## src/hdl/lzjb_pkg.sv

```systemverilog
// Shared constants, command kinds and result status codes for the LZJB decompressor.
`default_nettype none

package lzjb_pkg;

   localparam int HISTORY_DEPTH   = 1024;
   localparam int MATCH_LEN_BITS  = 6;
   localparam int MIN_MATCH       = 3;
   localparam int CMD_QUEUE_DEPTH = 4;

   localparam int          LENGTH_W         = 18;
   localparam logic [17:0] OUT_LENGTH_RESET = 18'd512;
   localparam logic [3:0]  CTRL_SLOTS       = 4'd8;
   localparam int          RSP_DATA_W       = 24;

   typedef enum logic [1:0] {
      CMD_LITERAL = 2'd0,
      CMD_MATCH   = 2'd1,
      CMD_ERROR   = 2'd2
   } cmd_kind_type;

   typedef enum logic [1:0] {
      STATUS_DATA  = 2'd0,
      STATUS_ERROR = 2'd1,
      STATUS_DONE  = 2'd2
   } status_type;

endpackage

`default_nettype wire

```

## src/hdl/lzjb_cmd_fifo.sv

```systemverilog
// Short command queue between the token parser and the copy engine.
`default_nettype none

module lzjb_cmd_fifo #(
   parameter int WIDTH = 8,
   parameter int DEPTH = lzjb_pkg::CMD_QUEUE_DEPTH
) (
   input  wire logic             clock,
   input  wire logic             reset,
   input  wire logic             push,
   input  wire logic [WIDTH-1:0] push_data,
   output logic                  full,
   input  wire logic             pop,
   output logic [WIDTH-1:0]      pop_data,
   output logic                  empty
);

   localparam int QAW = (DEPTH > 1) ? $clog2(DEPTH) : 1;
   localparam int CW  = $clog2(DEPTH + 1);

   logic [WIDTH-1:0] slot_ff [DEPTH];
   logic [QAW-1:0]   wr_ptr_ff, wr_ptr_in;
   logic [QAW-1:0]   rd_ptr_ff, rd_ptr_in;
   logic [CW-1:0]    cnt_ff, cnt_in;
   logic             do_push;
   logic             do_pop;

   assign full     = cnt_ff == CW'(DEPTH);
   assign empty    = cnt_ff == '0;
   assign pop_data = slot_ff[rd_ptr_ff];
   assign do_push  = push && !full;
   assign do_pop   = pop && !empty;

   always_comb begin
      wr_ptr_in = wr_ptr_ff;
      rd_ptr_in = rd_ptr_ff;
      cnt_in    = cnt_ff;
      if (do_push) begin
         wr_ptr_in = (wr_ptr_ff == QAW'(DEPTH - 1)) ? '0 : wr_ptr_ff + 1'b1;
      end
      if (do_pop) begin
         rd_ptr_in = (rd_ptr_ff == QAW'(DEPTH - 1)) ? '0 : rd_ptr_ff + 1'b1;
      end
      if (do_push && !do_pop) begin
         cnt_in = cnt_ff + 1'b1;
      end else if (do_pop && !do_push) begin
         cnt_in = cnt_ff - 1'b1;
      end
   end

   always_ff @(posedge clock) begin
      if (reset) begin
         wr_ptr_ff <= '0;
         rd_ptr_ff <= '0;
         cnt_ff    <= '0;
      end else begin
         wr_ptr_ff <= wr_ptr_in;
         rd_ptr_ff <= rd_ptr_in;
         cnt_ff    <= cnt_in;
      end
   end

   always_ff @(posedge clock) begin
      if (do_push) begin
         slot_ff[wr_ptr_ff] <= push_data;
      end
   end

   // The parser holds off its input while the queue is full, so no command is dropped.
   assert property (@(posedge clock) disable iff (reset) !(push && full))
      else $error("command pushed into a full queue");

endmodule

`default_nettype wire

```

## config.mk

```make
export PLATFORM = sky130hd
export DESIGN_NAME = lzjb_cmd_fifo
export DESIGN_NICKNAME = d
export VERILOG_FILES = /design/src/hdl/lzjb_pkg.sv /design/src/hdl/lzjb_cmd_fifo.sv
export SDC_FILE = /design/constraint.sdc
export NUM_CORES = 1
export LEC_CHECK = 0
export BUFFER_PORTS_ARGS = -buffer_cell sky130_fd_sc_hd__buf_2
export CORE_MARGIN = 2
export CORE_UTILIZATION = 30
export CTS_CLUSTER_DIAMETER = 50
export DETAILED_ROUTE_END_ITERATION = 16
export PLACE_DENSITY = 0.5
export SETUP_SLACK_MARGIN = 0.3
export SLEW_MARGIN = 15
export SYNTH_ARGS = -nofsm -noshare
export SYNTH_HDL_FRONTEND = slang
export SYNTH_SLANG_ARGS = --single-unit
export TNS_END_PERCENT = 100
```

## constraint.sdc

```tcl
create_clock -name clock -period 5.5 [get_ports clock]
set_input_delay 1.65 -clock clock [delete_from_list [all_inputs] [get_ports clock]]
set_output_delay 1.65 -clock clock [all_outputs]
set_load 0.03 [all_outputs]
```

After elaboration in Yosys (flattened, before gate mapping):

Memories as Yosys holds them, arrays and structs flattened. A register that Yosys moved wholly into a read port is not among the register bits.
Index checks and enable logic that the tools add are counted.

* register bits after elaboration: 7
* latch bits: 0
* bits in writable memories: 32
* memory bits (read-only): 0
* input bits: 12
* output and inout port bits: 10
* memories kept: 1

Memories
* slot_ff: words 4, width 8, rd ports 1, clocked after Yosys merged registers in 1, write ports 1, RTL line lzjb_cmd_fifo.sv:21 `logic [WIDTH-1:0] slot_ff [DEPTH];`

* add/sub/neg operators: 4
* multiply operators: 0
* divide/modulo/power cells: 0
* magnitude comparators: 0
* eq/ne operators: 3
* shift operators: 0
* muxes and demuxes: 8
* bitwise gates (word level): 0
* reductions and logical operators: 10

Operator list (count)
* two-way mux 2 bit: 4
* two-way mux 3 bit: 2
* adder 2 x 1 -> 2 bit (second input constant): 2
* equality test 2 bit (second input constant): 2
* logical AND 1 bit: 4
* logical NOT 1 bit: 4
* adder 3 x 1 -> 3 bit (second input constant): 1
* equality test 3 bit (second input constant): 1
* logical NOT 3 bit: 1
* subtractor 3 x 1 -> 3 bit (second input constant): 1
* two-way mux 1 bit: 2
* nonzero test 2 bit: 1

Longest topological paths before layout:

Gate-level depths: netlist of the first run.

* depth in word-level cells: 7
* gate-level depth with buffers: 10
* depth with buffers taken out: 9

Worst setup path before layout of the first run:

No wires, ideal clock.

* kind: input to register
* start point: input push
* end point: register cnt_ff[2]
* setup time: 0.070 ns
* arrival time: 3.083 ns
* required time: 5.430 ns
* setup slack: 2.347 ns
* cell stages on the path: 8
* cells stage by stage: inv_1 nor2_2 ha_1 inv_1 fa_1 xor2_1 or3_2 a21oi_1

* longest elaborated chain between the ends: 4
* elaborated cells between the ends (all ways): 6
* classes of those cells: mux: 1; reduce/logical: 5

RTL lines
* start: declaration: RTL line lzjb_cmd_fifo.sv:10 `input wire logic push,`
* logical AND 1 bit *: RTL line lzjb_cmd_fifo.sv:31 `assign do_push = push && !full;`
* via do_push: RTL line lzjb_cmd_fifo.sv:25 `logic do_push;`
* logical NOT 1 bit: RTL line lzjb_cmd_fifo.sv:46 `end else if (do_pop && !do_push) begin`
* logical AND 1 bit: RTL line lzjb_cmd_fifo.sv:46
* nonzero test 2 bit (no source line)
* end signal: assignment: RTL line lzjb_cmd_fifo.sv:59 `cnt_ff <= cnt_in;`
* end: declaration: RTL line lzjb_cmd_fifo.sv:24 `logic [CW-1:0] cnt_ff, cnt_in;`

Mark *: on every way through the listed nets, which the timed path passes. The rest lies on a longest branch.
A chain may end at the register's enable or synchronous reset.

==> flow_summary_export.csv, run 1 <==
group,metric,value,unit
cells_and_area,fin_nets,135,
setup_path,cp.arrival,1760,ps
placed_design,placement.io_buffers,21,
timing,setup_viol,0,
floorplan,row_count,26,
floorplan,die_x,78.1,µm
floorplan,core_area,0.00520,mm²
job,drv_cap,0,
cells_and_area,area_delta_synth_final,17.3,%
setup_path,cp.required,3850,ps
synth,synth_cell_types,26,
clock_tree,cts_tree,"yes",
detailed_routing,drc_errors,0,
floorplan,die_h,78.1,µm
timing,timing.hold.ws,505,ps
cells_and_area,drive_gt1_share,39.3,%
clock_tree,clockBufferDepth,2,
detailed_routing,wl,2760,µm
clock_tree,cts_setup_buffers,0,
cells_and_area,fillers,519,
global_routing,track_usage,9.96,%
synth,synth_top_area_share,58.4,%
timing,fin_crit_sh,62.0,%
global_routing,grt-ovfl-total,0,
placed_design,gp_congestion,0.631,
timing,max_freq,293,MHz
timing,drv_slew,0,
timing,fin_crit,3410,ps
synth,synth_area_leaders,"edfxtp_1, dfxtp_1, mux4_2",
clock_tree,clk_pin_slew,80,ps
power_and_ir_drop,leakage,0.000700,µW
cells_and_area,antennaDiodeCount,0,
setup_path,slowest_stage,"dfxtp_1",
timing,setup_tns,0,ps
setup_path,crit_buf_inv,1,
placed_design,dpl_cell_area,0.00181,mm²
timing,tightest_slew,587,ps
timing,fin_skew,6.12,ps
floorplan,start_util,31.6,%
synth,synth_top_cell_by_area,"edfxtp_1",
timing,hold_viol,0,
setup_path,cp-end-kind,"output pin",
setup_path,worst_setup_path_start_kind,"flip-flop",
clock_tree,cts.repair.resized,0,
synth,synth-edff-count,32,
timing,setup_ws,2090,ps
synth,yosysSeqAreaShare,69.4,%
synth,syn_nets,111,
setup_path,worst-setup-path-type,"reg2out",
floorplan,die-area,0.00609,mm²
timing,rsz0062_at_grt,"no",
detailed_routing,vias,862,
timing,slew_headroom,60.8,%
setup_path,critPathMaxFanout,8,
global_routing,grt_pass1_wl,4370,µm
detailed_routing,drtAntennaViolNets,0,
status,status,"finished clean",
synth,syn_inst,92,
synth,ys_top_cells_by_count,"edfxtp_1, dfxtp_1, mux4_2, ha_1",
detailed_routing,wl_per_cell,14.8,µm
placed_design,dpl.hpwl,1920,µm
setup_path,path_cells,"mux4_2 -> buf_2",
global_routing,grt_max_degree,15,
detailed_routing,avgViaCountPerCell,4.61,
clock_tree,numClockSinks,41,
setup_path,cpPeakStageDelay,700,ps
synth,ys_warn_count,0,
synth,synthArstFlopShare,0,%
synth,ys.flop_type,"edfxtp_1",
global_routing,grt_pass1_vias,933,
clock_tree,cts_root_buf,"clkbuf_8",
power_and_ir_drop,ir_drop,0.185,mV
detailed_routing,dr.pass1.iters,4,
cells_and_area,postLayoutCellArea,0.00193,mm²
detailed_routing,drtIter0Drc,30,
global_routing,antenna_found_initial,0,
clock_tree,clkLatencyLatePin,290,ps
floorplan,boundaryPins,22,
synth,synth.most_common_cell,"edfxtp_1",
worst_hold_path,hp-class,"reg2reg",
cells_and_area,final_core_util,37.1,%
clock_tree,cts_htree_levels,2,
setup_path,cpLargestDelayFamily,"flip-flops",
clock_tree,cts_buffers,5,
placed_design,dp_slack,2090,ps
synth,ys_ff_latch,41,
clock_tree,ctsHoldBuffers,0,
synth,syn_area_per_cell,17.9,µm²
power_and_ir_drop,p_per_area,465,mW/mm²
synth,syn-cell-area,0.00165,mm²
-- final timing paths --
path | start | end | slack, ps | cells past startpoint
hold / removal | rd_ptr_ff[0]$_SDFFE_PP0P_ | flip-flop | 500 | 2
hold reg to reg | rd_ptr_ff[0]$_SDFFE_PP0P_ | flip-flop | 500 | 2
setup reg to reg | cnt_ff[0]$_SDFFE_PP0P_ | cnt_ff[2]$_SDFFE_PP0P_ | 3130 | 9
setup / recovery | flip-flop | pop_data[6] | 2090 | 2
-- final cells by class --
cell class / count / area [µm²] / area share, %
sequential: 41 / 1140 / 59.1
multi-input combinational: 42 / 457 / 23.7
timing repair buffer: 21 / 105 / 5.45
tap: 70 / 87.6 / 4.54
clock buffer: 5 / 68.8 / 3.57
clock inverter: 3 / 46.3 / 2.40
inverter: 5 / 23.8 / 1.23
-- metal layers --
layer	track usage [%]	vias to the layer above	routed length (µm)
li1	-	399	-
met1	10.2	438	1140
met2	17.6	19	1430
met3	4.37	6	148
met4	4.21	0	42
met5	0	-	0
-- metrics by stage --
stage	power, µW	instances
after floorplan	607	92
after global placement	662	179
after detailed placement	671	179
after CTS	911	187
after global routing	947	187
final	898	187
-- sequential cells by signal, indices dropped and copies added (netlist names), named ones only --
register / flops
cnt_ff: 3
wr_ptr_ff: 2
slot_ff: 32
rd_ptr_ff: 2
-- cell families (layout without fill, tap and decap cells) --
logic type               after synthesis  count (layout)  share of synthesized area [%]
flip-flops                            41              41                           69.4
multiplexers                          10              10                           12.2
XOR/XNOR                               2               2                           1.06
AO/OA/AOI/OAI                          7               7                           3.04
AND/OR/NAND/NOR                       16              16                           5.70
buffers and inverters                  9              34                           2.89
adder cells (fa/ha/maj)                7               7                           5.78
-- report_power, final --
part | total, µW | internal (µW) | switching, µW
clock | 240 | 136 | 104
sequential | 417 | 378 | 39.0
combinational | 242 | 101 | 141
total | 898 | 614 | 284
-- placed cells by master (no fill, tap or decap) --
| cell | instances |
|---|---|
| o21ai_1 | 1 |
| or3b_1 | 1 |
| clkbuf_8 | 5 |
| inv_1 | 4 |
| clkinv_4 | 2 |
| or3_1 | 1 |
| fa_1 | 1 |
| bufinv_16 | 1 |
| nor2_2 | 1 |
| a21oi_1 | 3 |
| ha_1 | 6 |
| edfxtp_1 | 32 |
| or3_2 | 1 |
| buf_2 | 21 |
| nand3_1 | 2 |
| o31ai_2 | 2 |
| mux2i_1 | 2 |
| nor2_1 | 3 |
| clkinvlp_4 | 1 |
| o21ai_0 | 1 |
| nand2_1 | 1 |
| xor2_1 | 2 |
| mux4_2 | 8 |
| nor3_1 | 2 |
| and3_2 | 4 |
| dfxtp_1 | 9 |
-- worst register-to-register path, delay by kind of cell (launching register included) --
family / cells / cell delay, ps
adder cells (fa/ha/maj): 2 / 570
flip-flops: 1 / 450
buffers and inverters: 2 / 150
AO/OA/AOI/OAI: 1 / 140
XOR/XNOR: 1 / 160
AND/OR/NAND/NOR: 3 / 830
No activity file was read; power rests on OpenSTA's default activity.
==> run 2: changes to the inputs <==
Settings changed: PLACE_DENSITY 0.5 to 0.52.
Clock period 5.5 ns to 2.97 ns, I/O delays scaled along.
==> run 2 against run 1 <==
- count of clock-buffer cells in the layout increased by 2
- routed wire length shrank 3.2%
- final cell count unchanged
- combinational power increased by 85%
- worst hold slack got worse by 6.0 ps
- critical endpoint unchanged
- cell area grew 0.13%
- critical path depth unchanged
- sequential share of layout area about the same
- power rose by 87%
==> flow_summary_export.csv, run 2 (synthesis gave the netlist of run 1 again) <==
group,metric,value,unit
power_and_ir_drop,ir_drop,0.371,mV
setup_path,cp-end-kind,"output pin",
job,drv_cap,0,
setup_path,crit_buf_inv,1,
global_routing,use_met2,16.5,%
detailed_routing,drc_errors,0,
cells_and_area,multi_input_area,457,µm²
clock_tree,clkLatencyLatePin,290,ps
timing,setup_tns,0,ps
floorplan,row_count,26,
clock_tree,cts_buffers,5,
cells_and_area,postLayoutCellArea,0.00193,mm²
clock_tree,cts_tree,"yes",
detailed_routing,dr.pass1.iters,4,
detailed_routing,drtIter0Drc,43,
setup_path,worst-setup-path-type,"reg2out",
timing,drv_slew,0,
floorplan,die_h,78.1,µm
detailed_routing,drtAntennaViolNets,0,
setup_path,slowest_stage,"mux4_2",
global_routing,grt_pass1_wl,4520,µm
detailed_routing,vias,830,
timing,hold_viol,0,
floorplan,die_x,78.1,µm
clock_tree,cts_root_buf,"clkbuf_8",
detailed_routing,wl_per_cell,14.3,µm
global_routing,track_usage,9.96,%
setup_path,reg2reg_depth,9,
cells_and_area,top_register,"slot_ff",
floorplan,die-area,0.00609,mm²
cells_and_area,antennaDiodeCount,0,
placed_design,gp_congestion,0.756,
timing,max_freq,409,MHz
detailed_routing,avgViaCountPerCell,4.44,
floorplan,start_util,31.6,%
timing,fin_crit_sh,82.4,%
timing,setup_viol,0,
clock_tree,clk_pin_slew,70,ps
placed_design,dpl.hpwl,1870,µm
cells_and_area,fillers,521,
setup_path,cpPeakStageDelay,550,ps
timing,rsz0062_at_grt,"no",
setup_path,cpLargestDelayFamily,"multiplexers",
timing,slew_headroom,70.9,%
cells_and_area,register_area,0.00114,mm²
setup_path,r2r-start,"cnt_ff[0]$_SDFFE_PP0P_",
clock_tree,clockBufferDepth,2,
timing,fin_skew,5.86,ps
cells_and_area,final_common_cell,"edfxtp_1",
floorplan,core_area,0.00520,mm²
global_routing,grt_util_met1,11.8,%
worst_hold_path,hp-class,"reg2reg",
worst_hold_path,min_from,"rd_ptr_ff[0]$_SDFFE_PP0P_",
placed_design,dpl_cell_area,0.00181,mm²
worst_hold_path,worstHoldPathCells,2,
global_routing,antenna_found_initial,0,
power_and_ir_drop,p_per_area,868,mW/mm²
cells_and_area,reg_top3,"slot_ff x32, cnt_ff x3",
timing,fin_crit,2450,ps
detailed_routing,wl,2670,µm
power_and_ir_drop,leakage,0.000705,µW
cells_and_area,fin_nets,135,
global_routing,grt_max_degree,13,
status,status,"finished clean",
clock_tree,cts_htree_levels,2,
setup_path,worst_setup_path_start_kind,"flip-flop",
clock_tree,ctsHoldBuffers,0,
global_routing,grt.busiest_layer,"met2",
placed_design,placement.io_buffers,21,
cells_and_area,final_cell_mix,"edfxtp_1, buf_2, mux4_2, dfxtp_1",
setup_path,cp.arrival,1560,ps
global_routing,grt-ovfl-total,0,
clock_tree,numClockSinks,41,
setup_path,critPathMaxFanout,8,
global_routing,grt_pass1_vias,901,
timing,tightest_slew,436,ps
setup_path,cp.required,2080,ps
setup_path,cp_num_cells,2,
setup_path,path_cells,"mux4_2 -> buf_2",
global_routing,use_met3,4.14,%
floorplan,boundaryPins,22,
cells_and_area,largest_reg_flops,32,
cells_and_area,drive_gt1_share,39.3,%
cells_and_area,area_delta_synth_final,17.4,%
-- run 2: cell type report --
cell class	count	area share [%]
Sequential cell	41	59.1
Multi-Input combinational cell	42	23.6
Timing Repair Buffer	21	5.44
Tap cell	70	4.53
Clock buffer	7	4.47
Clock inverter	1	1.55
Inverter	5	1.23
-- run 2: what timing repair did --
| item | 4_1_cts | 5_1_grt |
|---|---|---|
| endpoints found under the hold margin | 0 | 0 |
| setup buffers | 0 | 0 |
| gates resized for setup | 1 | 0 |
| endpoints found under the setup margin | 8 | 0 |
-- run 2: stage by stage --
step                power (µW)  hold WS, ps  util, %  cells  worst slack (ps)
floorplan                 1120          463        -     92               576
global placement          1220          469     34.9    179               388
detailed placement        1240          496     34.9    179               289
CTS                       1700          507     37.1    187               485
global route              1770          534     37.1    187               382
finish                    1680          499     37.1    187               523
-- run 2: final timing paths --
kind	to	slack, ps
setup reg to reg	cnt_ff[2]$_SDFFE_PP0P_	540
setup / recovery	pop_data[6]	520
hold / removal	flip-flop	500
hold reg to reg	flip-flop	500
-- run 2: per-layer routing --
layer	wire length (µm)	up-vias
li1	-	397
met1	1160	405
met2	1320	22
met3	160	6
met4	33	0
met5	0	-
-- run 2: worst min-delay path, stage by stage, from the launching register on --
cell and delay [ps]:
dfxtp_1 330, nand2_1 60, a21oi_1 70
-- run 2: power by group --
| part | switching, µW | internal (µW) | leakage [µW] |
|---|---|---|---|
| Sequential | 72.4 | 701 | 0.000368 |
| Combinational | 261 | 187 | 0.000279 |
| Clock | 182 | 274 | 0.0000585 |
